<file path="src/sv/stk_pkg.sv">
// Shared types and constants of the serial frame receiver.
`default_nettype none
package stk_pkg;

  localparam logic [7:0]  START_BYTE   = 8'h1B;
  localparam logic [7:0]  TOKEN_BYTE   = 8'h0E;
  localparam logic [7:0]  CR_BYTE      = 8'h0D;
  localparam logic [7:0]  LF_BYTE      = 8'h0A;
  localparam logic [15:0] MAX_BODY_RST = 16'd280;
  localparam logic [2:0]  LF_ONLY_CNT  = 3'd2;
  localparam logic [2:0]  CRLF_CNT     = 3'd4;

  typedef enum logic [2:0] {
    PH_IDLE   = 3'd0,
    PH_SEQ    = 3'd1,
    PH_LEN_HI = 3'd2,
    PH_LEN_LO = 3'd3,
    PH_TOKEN  = 3'd4,
    PH_BODY   = 3'd5,
    PH_CKSUM  = 3'd6
  } phase_e;

  typedef enum logic [2:0] {
    EV_BODY      = 3'd0,
    EV_GOOD      = 3'd1,
    EV_CKSUM_ERR = 3'd2,
    EV_TERMINAL  = 3'd3,
    EV_ABORT     = 3'd4
  } event_e;

  typedef struct packed {
    event_e      kind;
    logic [7:0]  data;
    logic [15:0] idx;
    logic        last;
    logic [7:0]  seq;
    logic [15:0] len;
    logic        crlf;
  } event_t;

endpackage
`default_nettype wire

</file>
<file path="src/sv/stk_if.sv">
// Valid/ready channels for received bytes and frame events.
`default_nettype none
interface stk_byte_if;
  logic       valid;
  logic       ready;
  logic [7:0] rx_byte;

  modport source (output valid, output rx_byte, input ready);
  modport sink   (input valid, input rx_byte, output ready);
endinterface

interface stk_event_if;
  logic        valid;
  logic        ready;
  logic [2:0]  event_kind;
  logic [7:0]  data_byte;
  logic [15:0] byte_index;
  logic        last_body_byte;
  logic [7:0]  sequence_number;
  logic [15:0] frame_length;
  logic        crlf_line_ends;

  modport source (output valid, output event_kind, output data_byte, output byte_index,
                  output last_body_byte, output sequence_number, output frame_length,
                  output crlf_line_ends, input ready);
  modport sink   (input valid, input event_kind, input data_byte, input byte_index,
                  input last_body_byte, input sequence_number, input frame_length,
                  input crlf_line_ends, output ready);
endinterface
`default_nettype wire

</file>
<file path="src/sv/stk_in_reg.sv">
// Input register stage holding one received byte.
`default_nettype none
module stk_in_reg (
  input  wire logic   clk_i,
  input  wire logic   rst_ni,
  stk_byte_if.sink    rx_i,
  input  wire logic   advance_i,
  output logic [7:0]  byte_o,
  output logic        valid_o
);

  logic       valid_q, valid_d;
  logic [7:0] byte_q;
  logic       take;

  assign rx_i.ready = !valid_q || advance_i;
  assign take       = rx_i.valid && rx_i.ready;

  always_comb begin
    valid_d = valid_q;
    if (take) begin
      valid_d = 1'b1;
    end else if (advance_i) begin
      valid_d = 1'b0;
    end
  end

  always_ff @(posedge clk_i or negedge rst_ni) begin
    if (!rst_ni) begin
      valid_q <= 1'b0;
    end else begin
      valid_q <= valid_d;
    end
  end

  always_ff @(posedge clk_i) begin
    if (take) begin
      byte_q <= rx_i.rx_byte;
    end
  end

  assign byte_o  = byte_q;
  assign valid_o = valid_q;

endmodule
`default_nettype wire

</file>
<file path="src/sv/stk_parser.sv">
// Frame parse state and per-byte event logic.
`default_nettype none
module stk_parser
  import stk_pkg::*;
(
  input  wire logic        clk_i,
  input  wire logic        rst_ni,
  input  wire logic        step_i,
  input  wire logic [7:0]  byte_i,
  input  wire logic [15:0] max_len_i,
  output event_t           res_o,
  output logic             res_valid_o
);

  phase_e      phase_q, phase_d;
  logic [7:0]  xor_q, xor_d;
  logic [7:0]  seq_q, seq_d;
  logic [15:0] len_q, len_d;
  logic [15:0] cnt_q, cnt_d;
  logic [2:0]  lec_q, lec_d;
  logic        prev_cr_q, prev_cr_d;
  logic        crlf_q, crlf_d;
  logic [15:0] cnt_inc;
  logic [2:0]  lec_inc;
  logic        crlf_new;

  assign cnt_inc  = cnt_q + 16'd1;
  assign lec_inc  = lec_q + 3'd1;
  assign crlf_new = crlf_q || (byte_i == LF_BYTE && prev_cr_q);

  // Next state.
  always_comb begin
    phase_d   = phase_q;
    xor_d     = xor_q;
    seq_d     = seq_q;
    len_d     = len_q;
    cnt_d     = cnt_q;
    lec_d     = lec_q;
    prev_cr_d = prev_cr_q;
    crlf_d    = crlf_q;
    unique case (phase_q)
      PH_SEQ: begin
        seq_d   = byte_i;
        xor_d   = xor_q ^ byte_i;
        phase_d = PH_LEN_HI;
      end
      PH_LEN_HI: begin
        xor_d   = xor_q ^ byte_i;
        len_d   = {byte_i, 8'h00};
        phase_d = PH_LEN_LO;
      end
      PH_LEN_LO: begin
        xor_d   = xor_q ^ byte_i;
        len_d   = {len_q[15:8], byte_i};
        phase_d = PH_TOKEN;
      end
      PH_TOKEN: begin
        xor_d = xor_q ^ byte_i;
        if (byte_i == TOKEN_BYTE) begin
          phase_d = PH_BODY;
          cnt_d   = 16'd0;
          lec_d   = 3'd0;
        end else begin
          phase_d = PH_IDLE;
        end
      end
      PH_BODY: begin
        if (cnt_q < len_q && cnt_q < max_len_i) begin
          xor_d = xor_q ^ byte_i;
          cnt_d = cnt_inc;
          if (cnt_inc == len_q) begin
            phase_d = PH_CKSUM;
          end
        end else begin
          phase_d   = PH_IDLE;
          seq_d     = 8'd0;
          len_d     = 16'd0;
          cnt_d     = 16'd0;
          lec_d     = 3'd0;
          prev_cr_d = 1'b0;
        end
      end
      PH_CKSUM: begin
        phase_d   = PH_IDLE;
        seq_d     = 8'd0;
        len_d     = 16'd0;
        cnt_d     = 16'd0;
        lec_d     = 3'd0;
        prev_cr_d = 1'b0;
      end
      default: begin
        phase_d = PH_IDLE;
        if (byte_i == START_BYTE) begin
          phase_d = PH_SEQ;
          xor_d   = START_BYTE;
        end else if (byte_i == CR_BYTE || byte_i == LF_BYTE) begin
          crlf_d    = crlf_new;
          prev_cr_d = (byte_i == CR_BYTE);
          lec_d     = lec_inc;
          if (lec_inc >= (crlf_new ? CRLF_CNT : LF_ONLY_CNT)) begin
            lec_d = 3'd0;
          end
        end else begin
          seq_d     = 8'd0;
          len_d     = 16'd0;
          cnt_d     = 16'd0;
          lec_d     = 3'd0;
          prev_cr_d = 1'b0;
        end
      end
    endcase
  end

  // Result for the byte at hand.
  always_comb begin
    res_valid_o = 1'b0;
    res_o       = '0;
    res_o.kind  = EV_BODY;
    unique case (phase_q)
      PH_SEQ, PH_LEN_HI, PH_LEN_LO, PH_TOKEN: begin
        res_valid_o = 1'b0;
      end
      PH_BODY: begin
        res_valid_o = 1'b1;
        res_o.seq   = seq_q;
        res_o.len   = len_q;
        res_o.idx   = cnt_q;
        if (cnt_q < len_q && cnt_q < max_len_i) begin
          res_o.kind = EV_BODY;
          res_o.data = byte_i;
          res_o.last = (cnt_inc == len_q);
        end else begin
          res_o.kind = EV_ABORT;
        end
      end
      PH_CKSUM: begin
        res_valid_o = 1'b1;
        res_o.kind  = (byte_i == xor_q) ? EV_GOOD : EV_CKSUM_ERR;
        res_o.seq   = seq_q;
        res_o.len   = len_q;
        res_o.idx   = cnt_q;
      end
      default: begin
        if (byte_i != START_BYTE && (byte_i == CR_BYTE || byte_i == LF_BYTE) &&
            lec_inc >= (crlf_new ? CRLF_CNT : LF_ONLY_CNT)) begin
          res_valid_o = 1'b1;
          res_o.kind  = EV_TERMINAL;
          res_o.crlf  = crlf_new;
        end
      end
    endcase
  end

  always_ff @(posedge clk_i or negedge rst_ni) begin
    if (!rst_ni) begin
      phase_q   <= PH_IDLE;
      xor_q     <= 8'd0;
      seq_q     <= 8'd0;
      len_q     <= 16'd0;
      cnt_q     <= 16'd0;
      lec_q     <= 3'd0;
      prev_cr_q <= 1'b0;
      crlf_q    <= 1'b0;
    end else if (step_i) begin
      phase_q   <= phase_d;
      xor_q     <= xor_d;
      seq_q     <= seq_d;
      len_q     <= len_d;
      cnt_q     <= cnt_d;
      lec_q     <= lec_d;
      prev_cr_q <= prev_cr_d;
      crlf_q    <= crlf_d;
    end
  end

endmodule
`default_nettype wire

</file>
<file path="src/sv/stk500v2_frame_receiver_core.sv">
// Path: input register, then combinational parse, then result register to the output.
// Throughput: one byte per cycle while no event waits on a stalled output; an input
// register and a result register decouple the two channels, and a byte that causes
// no event never waits on the output. Reset: asynchronous, active low; parser returns
// to idle, limit register to 280, both pipeline registers empty.
`default_nettype none
module stk500v2_frame_receiver_core
  import stk_pkg::*;
(
  input  wire logic        clk_i,
  input  wire logic        rst_ni,
  stk_byte_if.sink         rx_i,
  stk_event_if.source      ev_o,
  input  wire logic        cfg_we_i,
  input  wire logic [15:0] cfg_wdata_i
);

  logic [15:0] max_len_q;
  logic [7:0]  in_byte;
  logic        in_valid;
  logic        step;
  logic        out_free;
  event_t      res;
  logic        res_valid;
  event_t      res_q;
  logic        out_valid_q, out_valid_d;
  logic        load;

  always_ff @(posedge clk_i or negedge rst_ni) begin
    if (!rst_ni) begin
      max_len_q <= MAX_BODY_RST;
    end else if (cfg_we_i) begin
      max_len_q <= cfg_wdata_i;
    end
  end

  stk_in_reg u_in_reg (
    .clk_i     (clk_i),
    .rst_ni    (rst_ni),
    .rx_i      (rx_i),
    .advance_i (step),
    .byte_o    (in_byte),
    .valid_o   (in_valid)
  );

  stk_parser u_parser (
    .clk_i       (clk_i),
    .rst_ni      (rst_ni),
    .step_i      (step),
    .byte_i      (in_byte),
    .max_len_i   (max_len_q),
    .res_o       (res),
    .res_valid_o (res_valid)
  );

  // Advance a byte unless its event would overwrite one still waiting.
  assign out_free = !out_valid_q || ev_o.ready;
  assign step     = in_valid && (!res_valid || out_free);
  assign load     = step && res_valid;

  always_comb begin
    out_valid_d = out_valid_q;
    if (load) begin
      out_valid_d = 1'b1;
    end else if (ev_o.ready) begin
      out_valid_d = 1'b0;
    end
  end

  always_ff @(posedge clk_i or negedge rst_ni) begin
    if (!rst_ni) begin
      out_valid_q <= 1'b0;
    end else begin
      out_valid_q <= out_valid_d;
    end
  end

  always_ff @(posedge clk_i) begin
    if (load) begin
      res_q <= res;
    end
  end

  assign ev_o.valid           = out_valid_q;
  assign ev_o.event_kind      = res_q.kind;
  assign ev_o.data_byte       = res_q.data;
  assign ev_o.byte_index      = res_q.idx;
  assign ev_o.last_body_byte  = res_q.last;
  assign ev_o.sequence_number = res_q.seq;
  assign ev_o.frame_length    = res_q.len;
  assign ev_o.crlf_line_ends  = res_q.crlf;

  a_load_shows: assert property (@(posedge clk_i) disable iff (!rst_ni)
    load |=> out_valid_q)
    else $error("event loaded but output not valid");

  a_body_index: assert property (@(posedge clk_i) disable iff (!rst_ni)
    (out_valid_q && res_q.kind == EV_BODY) |-> (res_q.idx < res_q.len))
    else $error("body byte index beyond declared length");

  a_non_body_clean: assert property (@(posedge clk_i) disable iff (!rst_ni)
    (out_valid_q && res_q.kind != EV_BODY) |-> (res_q.data == 8'd0 && !res_q.last))
    else $error("non-body event carries body data");

  a_terminal_clean: assert property (@(posedge clk_i) disable iff (!rst_ni)
    (out_valid_q && res_q.kind == EV_TERMINAL) |->
      (res_q.seq == 8'd0 && res_q.len == 16'd0 && res_q.idx == 16'd0))
    else $error("terminal request carries frame fields");

  a_no_overwrite: assert property (@(posedge clk_i) disable iff (!rst_ni)
    (out_valid_q && !ev_o.ready) |-> !load)
    else $error("pending event overwritten");

endmodule
`default_nettype wire
</file>
<file path="src/flat_wrapper.sv">
// flat-port wrapper written by rule: the top's interface ports become plain ports
module stk500v2_frame_receiver_core_flat import stk_pkg::*;
  (clk_i, rst_ni, cfg_we_i, cfg_wdata_i, rx_i_valid, rx_i_rx_byte, rx_i_ready, ev_o_valid, ev_o_event_kind, ev_o_data_byte, ev_o_byte_index, ev_o_last_body_byte, ev_o_sequence_number, ev_o_frame_length, ev_o_crlf_line_ends, ev_o_ready);
  stk_byte_if rx_i_i ();
  stk_event_if ev_o_i ();
  input  wire logic clk_i;
  input  wire logic rst_ni;
  input  wire logic cfg_we_i;
  input  wire logic [15:0] cfg_wdata_i;
  input wire logic [$bits(rx_i_i.valid)-1:0] rx_i_valid;
  input wire logic [$bits(rx_i_i.rx_byte)-1:0] rx_i_rx_byte;
  output wire logic [$bits(rx_i_i.ready)-1:0] rx_i_ready;
  output wire logic [$bits(ev_o_i.valid)-1:0] ev_o_valid;
  output wire logic [$bits(ev_o_i.event_kind)-1:0] ev_o_event_kind;
  output wire logic [$bits(ev_o_i.data_byte)-1:0] ev_o_data_byte;
  output wire logic [$bits(ev_o_i.byte_index)-1:0] ev_o_byte_index;
  output wire logic [$bits(ev_o_i.last_body_byte)-1:0] ev_o_last_body_byte;
  output wire logic [$bits(ev_o_i.sequence_number)-1:0] ev_o_sequence_number;
  output wire logic [$bits(ev_o_i.frame_length)-1:0] ev_o_frame_length;
  output wire logic [$bits(ev_o_i.crlf_line_ends)-1:0] ev_o_crlf_line_ends;
  input wire logic [$bits(ev_o_i.ready)-1:0] ev_o_ready;
  assign rx_i_i.valid = rx_i_valid;
  assign rx_i_i.rx_byte = rx_i_rx_byte;
  assign rx_i_ready = rx_i_i.ready;
  assign ev_o_valid = ev_o_i.valid;
  assign ev_o_event_kind = ev_o_i.event_kind;
  assign ev_o_data_byte = ev_o_i.data_byte;
  assign ev_o_byte_index = ev_o_i.byte_index;
  assign ev_o_last_body_byte = ev_o_i.last_body_byte;
  assign ev_o_sequence_number = ev_o_i.sequence_number;
  assign ev_o_frame_length = ev_o_i.frame_length;
  assign ev_o_crlf_line_ends = ev_o_i.crlf_line_ends;
  assign ev_o_i.ready = ev_o_ready;
  stk500v2_frame_receiver_core u_core (.clk_i(clk_i), .rst_ni(rst_ni), .rx_i(rx_i_i), .ev_o(ev_o_i), .cfg_we_i(cfg_we_i), .cfg_wdata_i(cfg_wdata_i));
endmodule
</file>
<file path="config.mk">
export PLATFORM = sky130hd
export DESIGN_NAME = stk500v2_frame_receiver_core_flat
export DESIGN_NICKNAME = d
export VERILOG_FILES = /design/src/sv/stk_pkg.sv /design/src/sv/stk_if.sv /design/src/sv/stk_in_reg.sv /design/src/sv/stk_parser.sv /design/src/sv/stk500v2_frame_receiver_core.sv /design/src/flat_wrapper.sv
export SDC_FILE = /design/constraint.sdc
export NUM_CORES = 1
export LEC_CHECK = 0
export CAP_MARGIN = 5
export CORE_MARGIN = 4
export CORE_UTILIZATION = 60
export CTS_CLUSTER_SIZE = 40
export DETAILED_ROUTE_END_ITERATION = 6
export DONT_BUFFER_PORTS = 1
export PLACE_DENSITY = 0.72
export RECOVER_POWER = 50
export SYNTH_ARGS = -nofsm -noshare
export SYNTH_HDL_FRONTEND = slang
export SYNTH_HIERARCHICAL = 1
export SYNTH_SLANG_ARGS = --single-unit
</file>
<file path="constraint.sdc">
create_clock -name clk_i -period 6.2 [get_ports clk_i]
set_clock_uncertainty 0.2 [all_clocks]
set_input_delay 0.31 -clock clk_i [delete_from_list [all_inputs] [get_ports clk_i]]
set_output_delay 0.31 -clock clk_i [all_outputs]
set_load 0.01 [all_outputs]
</file>
=== Word level (Yosys, flattened, before mapping) ===
Index checks and enable logic that the tools add are counted.

* Word-level logic and storage cells: 136
* Bits in registers: 135
* Output and inout bits: 55
* Input bits: 29

* Add/sub/neg operators: 2
* Order comparisons: 3
* Bitwise gates (word level): 10
* Reduce and logical (&&, ||, !) cells: 35
* Eq/ne operators: 26
* Mux-type cells: 40

{| class="wikitable"
|+ Operator list
! cell !! count
|-
| two-way mux 16 bit || 5
|-
| one-hot mux 16 bit (5 select lines) || 1
|-
| one-hot mux 16 bit (4 select lines) || 1
|-
| two-way mux 8 bit || 5
|-
| < comparator 16 bit || 2
|-
| one-hot mux 8 bit (4 select lines) || 1
|-
| two-way mux 3 bit || 10
|-
| == test 8 x 4 -> 1 bit, second input constant || 3
|-
| != test 4 x 1 -> 1 bit, second input constant || 6
|-
| one-hot mux 8 bit (3 select lines) || 1
|-
| AND reduction 5 bit || 4
|-
| one-hot mux 3 bit (6 select lines) || 1
|-
| adder 16 x 1 -> 16 bit, second input constant || 1
|-
| == test 16 bit || 1
|-
| one-hot mux 3 bit (4 select lines) || 1
|-
| AND reduction 4 bit || 3
|-
| != test 5 x 1 -> 1 bit, second input constant || 2
|-
| == test 3 bit, second input constant || 3
|-
| two-way mux 1 bit || 9
|-
| inverter 1 bit || 9
|-
| one-hot mux 3 bit (3 select lines) || 1
|-
| == test 8 x 5 -> 1 bit, second input constant || 1
|-
| == test 8 bit || 1
|-
| != test 8 x 5 -> 1 bit, second input constant || 1
|-
| 23 further kinds || 43
|}

=== Logic depth before layout (Yosys ltp) ===
Gate-level depths: netlist of run 1.

* Depth in word-level cells: 14
* Mapped depth: 19
* Mapped depth without buffers: 16

=== Cells and area by module ===
The synthesis of run 1 kept the hierarchy.

{| class="wikitable"
|+ By module, submodules not included
! module !! area each (um^2) !! instances !! cells each !! seq. area each (um^2)
|-
| stk_parser || 4680.7 || 1 || 592 || 1401.3
|-
| stk500v2_frame_receiver_core || 2297.2 || 1 || 93 || 2020.7
|-
| stk_in_reg || 294.0 || 1 || 12 || 265.3
|}

=== Worst setup path before layout of run 1 ===
OpenSTA, ideal clock, no wires.

* Kind: register -> register
* Start: register u_core.u_in_reg.byte_q[5], in the netlist u_core/u_in_reg/byte_o[5]
* End: register u_core.res_q (netlist bit u_core/ev_o.byte_index[0]), enable pin
* Clock period less this slack: 5.327 ns
* Path slack: 0.873 ns
* Stages on the path, launching flop included: 14
* Required time: 5.536 ns
* Buffers on the path: 1
* Arrival: 4.664 ns
* Cell sequence: edfxtp_1 buf_6 nor4b_2 nand2b_1 nor3_1 nor2_1 ha_1 nand2_1 nand2_1 a21oi_1 or3b_2 nand2_1 nand2_1 nor2_1

* Cells in the longest elaborated chain, start to end: 12
* Elaborated cells between the ends (all ways): 16
* Classes of those cells: order compare: 1; eq/ne: 3; mux: 3; reduce/logical: 9

{| class="wikitable"
|+ Ends and longest elaborated chain
! what !! RTL line !! source
|-
| start: declaration || stk_in_reg.sv:13 || <nowiki>logic [7:0] byte_q;</nowiki>
|-
| start signal: assignment || stk_in_reg.sv:38 || <nowiki>byte_q <= rx_i.rx_byte;</nowiki>
|-
| == test 8 x 4 -> 1 bit || stk_parser.sv:29, stk_parser.sv:144 ||
|-
| logical AND 1 bit || stk_parser.sv:29 || <nowiki>assign crlf_new = crlf_q || (byte_i == LF_BYTE && prev_cr_q);</nowiki>
|-
| logical OR 1 bit || stk_parser.sv:29 ||
|-
| two-way mux 3 bit || stk_parser.sv:145 || <nowiki>lec_inc >= (crlf_new ? CRLF_CNT : LF_ONLY_CNT)) begin</nowiki>
|-
| >= comparator 3 bit || stk_parser.sv:145 ||
|-
| logical AND 1 bit * || stk_parser.sv:144 || <nowiki>if (byte_i != START_BYTE && (byte_i == CR_BYTE || byte_i == LF_BYTE) &&</nowiki>
|-
| two-way mux 1 bit * || stk_parser.sv:144 ||
|-
| one-hot mux 1 bit (2 select lines) * || stk_parser.sv:119 || <nowiki>unique case (phase_q)</nowiki>
|-
| named net u_core.res_valid || stk500v2_frame_receiver_core.sv:24 || <nowiki>logic res_valid;</nowiki>
|-
| logical NOT 1 bit || stk500v2_frame_receiver_core.sv:58 || <nowiki>assign step = in_valid && (!res_valid || out_free);</nowiki>
|-
| logical OR 1 bit || stk500v2_frame_receiver_core.sv:58 ||
|-
| logical AND 1 bit || stk500v2_frame_receiver_core.sv:58 ||
|-
| logical AND 1 bit * || stk500v2_frame_receiver_core.sv:59 || <nowiki>assign load = step && res_valid;</nowiki>
|-
| named net u_core.load || stk500v2_frame_receiver_core.sv:27 || <nowiki>logic load;</nowiki>
|-
| end signal: assignment || stk500v2_frame_receiver_core.sv:80 || <nowiki>res_q <= res;</nowiki>
|-
| end: declaration || stk500v2_frame_receiver_core.sv:25 || <nowiki>event_t res_q;</nowiki>
|}

The timed path passes the listed nets; every way through them passes the cells marked *.
A chain may end at the register's enable or synchronous reset.

=== Final worst setup path of run 1 ===
* Start: register u_core.u_in_reg.byte_q[7], in the netlist u_core/u_in_reg/byte_o[7]
* End: register u_core.u_parser.cnt_q[7]

* Cells in the longest elaborated chain, start to end: 12
* Elaborated cells between the ends (all ways): 21
* Classes of those cells: order compare: 1; eq/ne: 8; mux: 3; reduce/logical: 9

{| class="wikitable"
|+ Ends and longest elaborated chain
! what !! RTL line !! source
|-
| == test 8 x 4 -> 1 bit || stk_parser.sv:29, stk_parser.sv:144 ||
|-
| logical AND 1 bit || stk_parser.sv:29 ||
|-
| logical OR 1 bit || stk_parser.sv:29 ||
|-
| two-way mux 3 bit || stk_parser.sv:145 ||
|-
| >= comparator 3 bit || stk_parser.sv:145 ||
|-
| logical AND 1 bit * || stk_parser.sv:144 ||
|-
| two-way mux 1 bit * || stk_parser.sv:144 ||
|-
| one-hot mux 1 bit (2 select lines) * || stk_parser.sv:119 ||
|-
| named net u_core.res_valid || stk500v2_frame_receiver_core.sv:24 ||
|-
| logical NOT 1 bit * || stk500v2_frame_receiver_core.sv:58 ||
|-
| logical OR 1 bit * || stk500v2_frame_receiver_core.sv:58 ||
|-
| logical AND 1 bit * || stk500v2_frame_receiver_core.sv:58 ||
|-
| named net u_core.step || stk500v2_frame_receiver_core.sv:21 || <nowiki>logic step;</nowiki>
|-
| AND reduction 5 bit (no line) * || -- ||
|-
| end signal: assignment || stk_parser.sv:169 || <nowiki>cnt_q <= cnt_d;</nowiki>
|-
| end: declaration || stk_parser.sv:19 || <nowiki>logic [15:0] cnt_q, cnt_d;</nowiki>
|}

Marks and branches as above.

==> reports/results.ini, run 1 <==
[setup_path]
end_kind = flop
crit_fanout = 19
critPathMaxStageDelay_ns = 0.65
path_cells = nor4b_2 > nand2b_1 > nor3_1 > nor2_1 > ha_1 > nand2_1 > nand2_1 > a21oi_1 > or3b_2 > nand2_1 > a21boi_1 > o21ai_0 > nand4b_4 > nor4_4 > nand4_1 > mux2i_1
cp.arrival_ns = 4.68
worst-path-buf-inv = 0
cp_top_family = simple AND/OR/NAND/NOR gates
path_class = reg -> reg
critPathLaunchType = flop
critPathMostFrequentCell = nand2_1
crit_required_ns = 6.35
critPathSlowestCell = nor4_4

[global_route]
grt_pass1_vias = 5441
antenna_found_initial = 0
grt_use_total_pct = 26.7
grt_overflow = 0
grt_pass1_wl_um = 29100
grt_start_max_net_pins = 75

[detailed_routing]
wl_per_cell_um = 20.5
vias = 5570
drt_iter0_drc = 737
final_antenna_net_count = 0
viasPerCell = 6.29
dr.pass1.iters = 5
wl_um = 18100
drcViolationCount = 0

[outcome]
violations = capacitance limit, slew limit
status = finished, violations left

[die]
coreArea_um2 = 11700
die_width_um = 118
dieArea_um2 = 13900
rows = 39
die_h_um = 118
io_pins = 84
start_util_pct = 62.4

[finish]
drive_above_1_share_pct = 8.49
fin_nets = 793
fin_cells = 885
multi_input_area_um2 = 3150
area_delta_synth_final_pct = 14.5
diodes = 0
seqCellArea_um2 = 3690
fill_cells = 843

[pwr]
internal_power_mw = 2.12
sw_frac_of_total_pct = 35.1
power_switching_mw = 1.15
leakage_nw = 3.42
p_total_mw = 3.27
pwr-share-comb_pct = 27.9
power_density_nw_per_um2 = 393
pwr-share-seq_pct = 39.4
irDropWorstVdd_mv = 0.287
power.share.clock_pct = 32.7

[synthesis]
synth-seq-cells = 135
async_reset_ff_share_pct = 54.8
synth_flop_cell = dfrtp_1
ys_warn_count = 6
synth_edf_count = 61
synth.lib_cells_used.distinct = 72
netlist_instances = 697
netlist_area_um2 = 7270
yosysSeqAreaShare_pct = 50.7
synthesis.nets = 761
synth.avg_cell_area_um2 = 10.4

[placement]
hpwl_um = 11900
dp_cells = 809
gp_congestion = 0.902
preCtsSetupSlack_ns = 1.89
portBuffers = 0

[timing]
min_period_ns = 4.54
timing.setup.tns_ns = 0
fin_ws_ns = 1.66
final_hold_viol_count = 0
final_max_slew_viol_count = 75
holdWs_ns = 0.274
worst_pin_slew_ns = 3.96
fmax_mhz = 220
setup_viol = 0
rsz0062_at_grt = false
min_period_over_period_pct = 73.1
relSlewSlack_pct = -164

[clock_tree]
clock-sinks = 135
cts_root_buf = clkbuf_16
cts_tree = built
ctsLongestPathBuffers = 2
clk_latency_ns = 0.43
clk_pin_slew_worst_paths_ns = 0.06
htreeDepth = 4
cts_made_buffers = 17

[job]
maxCapViolCount = 1

[hold_path]
min-delay-path-class = reg -> reg

## kinds of logic after synthesis
family          after synthesis  synth area share, %
compound gates              137                 12.7
mux                          22                 3.85
fa+ha+maj                    35                 6.02
buf+inv                      95                 5.54
xor+xnor                     31                 3.73
simple gates                242                 17.5
flops                       135                 50.7
## cells in the final DEF, fill, tap and decap left out, drive strengths merged, types with 3 or more instances in the layout
master and count:
nor2 75, dfrtp 71, inv 65, edfxtp 61, nand2 55, dlygate4sd3 43, a21oi 38, o21ai 36
ha 35, nand3 24, xor2 19, clkbuf 19, mux2 18, a22o 17, nor3 17, and2 15
xnor2 12, nand4 10, nor4 10, nand2b 8, o31ai 6, bufinv 4, and3 4, a21o 4
or4 4, a2bb2oi 4, o32ai 4, o22ai 4, mux2i 4, clkinv 4, nor2b 3, dfstp 3
buf 3, o21a 3, and4 3, nand3b 3, a21boi 3
## routing by layer
layer  vias up  GRT usage (%)  part of all wire (%)  wire length [um]
li1       2547              -                     -                 -
met1      2698           36.3                    43              7720
met2       280           41.7                    48              8640
met3        45           6.01                   7.1              1290
met4         0           11.1                   2.8               507
met5         -              0                     0                 0
## worst paths after layout
kind	from	end	slack (ns)	depth (start not counted)
worst max-delay path	u_core/u_in_reg/byte_o[7]	u_core/u_parser/cnt_q[7]	1.66	16
worst min-delay path	u_core/u_parser/crlf_q	u_core/u_parser/crlf_q	0.27	1
worst max register to register	u_core/u_in_reg/byte_o[7]	u_core/u_parser/cnt_q[7]	1.66	16
worst min register to register	u_core/u_parser/crlf_q	u_core/u_parser/crlf_q	0.27	1
max in group asynchronous	rst_ni	u_core/u_parser/seq_q[2]	1.95	2
min in group asynchronous	rst_ni	u_core/u_parser/lec_q[1]	1.63	2
## flip-flops by register name, indices dropped and copies added, names as in the netlist, 8 cells and up
| signal | flops |
|---|---|
| u_core/ev_o.byte_index | 16 |
| u_core/ev_o.data_byte | 8 |
| u_core/ev_o.frame_length | 16 |
| u_core/ev_o.sequence_number | 8 |
| u_core/max_len_q | 16 |
| u_core/u_in_reg/byte_o | 8 |
| u_core/u_parser/cnt_q | 16 |
| u_core/u_parser/len_q | 16 |
| u_core/u_parser/seq_q | 8 |
| u_core/u_parser/xor_q | 8 |
## power by group through the flow
stage,logic [mW],registers [mW],clock network (mW)
after global routing,1.01,1.31,1.12
after detailed placement,0.849,1.30,0
after global placement,0.812,1.30,0
final,0.912,1.29,1.07
after floorplan,0.722,1.21,0
after CTS,0.899,1.29,1.08
## layout make-up
class                           instances  area share, %
Inverter                               61           2.75
Timing Repair Buffer                   47           5.48
Tap cell                              143           2.15
Clock buffer                           18           5.15
Clock inverter                         14           2.34
Sequential cell                       135           44.3
Multi-Input combinational cell        467           37.8
## stage by stage
stage / area [um2] / utilization [%]
floorplan: 7270 / -
global placement: 7310 / 62.7
detailed placement: 7310 / 62.7
CTS: 8390 / 71.9
global route: 8330 / 71.4
finish: 8330 / 71.4
## synth_stat cells (6+ instances only)
master	number	area, um2
xnor2_1	12	105
edfxtp_1	61	1830
clkbuf_1	19	71.3
nand3_1	24	120
nor4_1	7	43.8
mux2_4	10	150
mux2_2	8	90.1
inv_1	60	225
nand2_1	55	206
nor3_1	16	80.1
ha_1	35	438
xor2_1	19	166
a22o_1	17	149
a21oi_1	38	190
nand2b_1	7	43.8
nor2_1	75	282
o21ai_0	34	170
buf_2	6	30.0
nand4_1	10	62.6
and2_1	14	87.6
dfrtp_1	71	1780
## repair_timing
action,4_1_cts,5_1_grt
endpoints found under the hold margin,108,0
gates resized for setup,0,0
hold buffers,44,0
setup buffers,0,0
Note: power is estimated with default switching activity, not from simulation.
==> inputs of run 2 (changes only) <==
ABC_AREA = 1   (was unset)
clock period = 4.75 ns   (was 6.2 ns; I/O delays follow)
==> run 2 against run 1 <==
- the flow still finishes with violations (capacitance limit, slew limit)
- final cell count increased by 15%
- non-clock buffer count decreased by 14
- via count increased by 2.3%
- total power increased by 20%
- design area decreased by 1.4%
- critical path type unchanged
- highest routed layer unchanged
==> reports/results.ini, run 2 <==
[synthesis]
synth_commonest_cells = 214 x nand2_1, 116 x inv_1, 90 x nor2_1
ys_warn_count = 6
netlist_area_um2 = 7200
synth_edf_count = 61
synthesis.nets = 890
synth.most_common_cell = nand2_1
yosysTopAreaCell = edfxtp_1
async_reset_ff_share_pct = 54.8
yosysSeqAreaShare_pct = 51.2
yosysTopAreaCellShare_pct = 25.4
synth.lib_cells_used.distinct = 41
ys_top_cells_by_area = edfxtp_1 25%, dfrtp_1 25%, nand2_1 11%
synth_flop_cell = dfrtp_1
synth.avg_cell_area_um2 = 8.72
synth-seq-cells = 135
netlist_instances = 826

[finish]
fill_cells = 888
drive_above_1_share_pct = 9.74
layout_commonest_cell = nand2_1
fin_cells = 1016
mostFrequentLayoutCells = 214 x nand2_1, 116 x inv_1, 90 x nor2_1
diodes = 0
area_delta_synth_final_pct = 14.0
fin_nets = 924

[pwr]
p_total_mw = 3.94
leakage_nw = 3.62
irDropWorstVdd_mv = 0.350
power_density_nw_per_um2 = 480

[setup_path]
rr_startpoint = u_core/u_in_reg/byte_o[7]
cp.arrival_ns = 4.28
r2r_cells = 23
critPathLaunchType = flop
end_kind = flop
regToRegSetupSlack_ns = 0.59
crit_required_ns = 4.87
timing.rr.end = u_core/u_parser/cnt_q[2]
path_class = reg -> reg
crit_fanout = 17

[detailed_routing]
drt_iter0_drc = 459
final_antenna_net_count = 0
drcViolationCount = 0
wl_um = 16900
dr.pass1.iters = 5
viasPerCell = 5.61
vias = 5696
wl_per_cell_um = 16.7

[job]
maxCapViolCount = 2

[clock_tree]
clock-sinks = 135
htreeDepth = 4
clk_latency_ns = 0.42
cts_root_buf = clkbuf_16
cts_made_buffers = 17
cts_setup_buffers = 0
ctsLongestPathBuffers = 2
clk_pin_slew_worst_paths_ns = 0.06
cts_tree = built

[placement]
dp_cells = 955
hpwl_um = 12200
preCtsSetupSlack_ns = 0.738
gp_congestion = 1.01
portBuffers = 0

[hold_path]
hold_end = u_core/u_in_reg/byte_o[7]
holdPathStages = 1
min-delay-path-class = in -> reg
hp-start = rx_i_rx_byte[7]

[die]
dieArea_um2 = 13800
rows = 39
die_h_um = 118
die_width_um = 118
start_util_pct = 62.3
io_pins = 84
coreArea_um2 = 11600

[timing]
fin_ws_ns = 0.590
fmax_mhz = 240
final_hold_viol_count = 0
relSlewSlack_pct = -126
setup_viol = 0
min_period_ns = 4.16
final_max_slew_viol_count = 116
rsz0062_at_grt = false
worst_pin_slew_ns = 3.39
timing.setup.tns_ns = 0
min_period_over_period_pct = 87.6

[outcome]
status = finished, violations left
violations = capacitance limit, slew limit

[global_route]
grt_start_max_net_pins = 75
grt_pass1_vias = 5658
antenna_found_initial = 0
grt_overflow = 0
grt_pass1_wl_um = 28400
grt_use_total_pct = 25.8

==> run 2: cell types whose count changed in the layout (fill, tap and decap cells not counted), sizes merged, moves of 17 or more <==
| cell | previous run | this run |
|---|---|---|
| mux2 | 18 | 0 |
| inv | 65 | 123 |
| o21ai | 36 | 65 |
| nor2 | 75 | 103 |
| a21oi | 38 | 16 |
| a22o | 17 | 0 |
| nand2 | 55 | 222 |
| nand3 | 24 | 49 |
==> run 2: per-stage QoR <==
stage	utilization [%]	hold slack (ns)	area [um2]
after floorplan	-	-0.258	7200
after global placement	63.1	-0.252	7300
after detailed placement	63.1	-0.252	7300
after CTS	71.3	0.201	8250
after global routing	71.0	0.229	8210
final	71.0	0.245	8210
==> run 2: cell families after synthesis <==
logic type | count (synthesis) | synth area share (%)
fa+ha+maj | 35 | 6.08
xor+xnor | 13 | 1.77
buf+inv | 140 | 7.94
compound gates | 90 | 7.40
flops | 135 | 51.2
simple gates | 413 | 25.6
==> run 2: report_power, final <==
part / switching (mW) / internal (mW)
clock: 0.477 / 0.916
combinational: 0.681 / 0.296
sequential: 0.155 / 1.42
==> run 2: repair_timing <==
item                      in CTS  in global routing
gates resized for setup        0                  0
hold endpoints to repair     100                  0
hold buffers                  29                  0
==> run 2: worst max-delay path by stage <==
stage | from | to | slack [ns]
after floorplan | u_core/u_in_reg/byte_o[7] | u_core/ev_o.byte_index[0] | 1.20
after global placement | u_core/u_in_reg/byte_o[7] | u_core/u_parser/cnt_q[5] | 0.97
after detailed placement | u_core/u_in_reg/byte_o[7] | u_core/u_parser/cnt_q[0] | 0.74
after CTS | u_core/u_in_reg/byte_o[7] | u_core/u_parser/cnt_q[3] | 0.65
after global routing | u_core/u_in_reg/byte_o[7] | u_core/u_parser/cnt_q[0] | 0.10
final | u_core/u_in_reg/byte_o[7] | u_core/u_parser/cnt_q[2] | 0.59
==> run 2: final cells by class <==
class | count | area, um2 | area share [%]
timing repair buffer | 33 | 317 | 3.85
inverter | 122 | 458 | 5.58
sequential | 135 | 3690 | 44.9
tap | 143 | 179 | 2.18
multi-input combinational | 551 | 2930 | 35.7
clock buffer | 22 | 507 | 6.17
clock inverter | 10 | 136 | 1.66
==> run 2: metal layers <==
metal  part of all wire [%]  GRT usage (%)  vias to the layer above
met1                     44           35.4                     2664
met4                    4.0           13.3                        0
met5                      0              0                        -
met2                     45           39.4                      235
met3                    6.2           5.00                       40
li1                       -              -                     2757
==> run 2: critical path, stage by stage, from the launching register on <==
cell      delay [ns]
edfxtp_1        0.47
nor2_1          0.18
nand2_1         0.06
nor2_1          0.20
nand4_1         0.17
inv_1           0.08
nand2_1         0.07
nand2_1         0.06
inv_1           0.07
ha_1            0.30
nand2_1         0.07
nand2_1         0.06
a21oi_1         0.12
inv_1           0.08
nand3_1         0.13
nand2_1         0.11
nand3_1         0.09
nand2_1         0.05
inv_1           0.05
buf_4           0.23
nand3_1         0.12
a211oi_2        0.33
nand3_2         0.42
o21ai_0         0.32
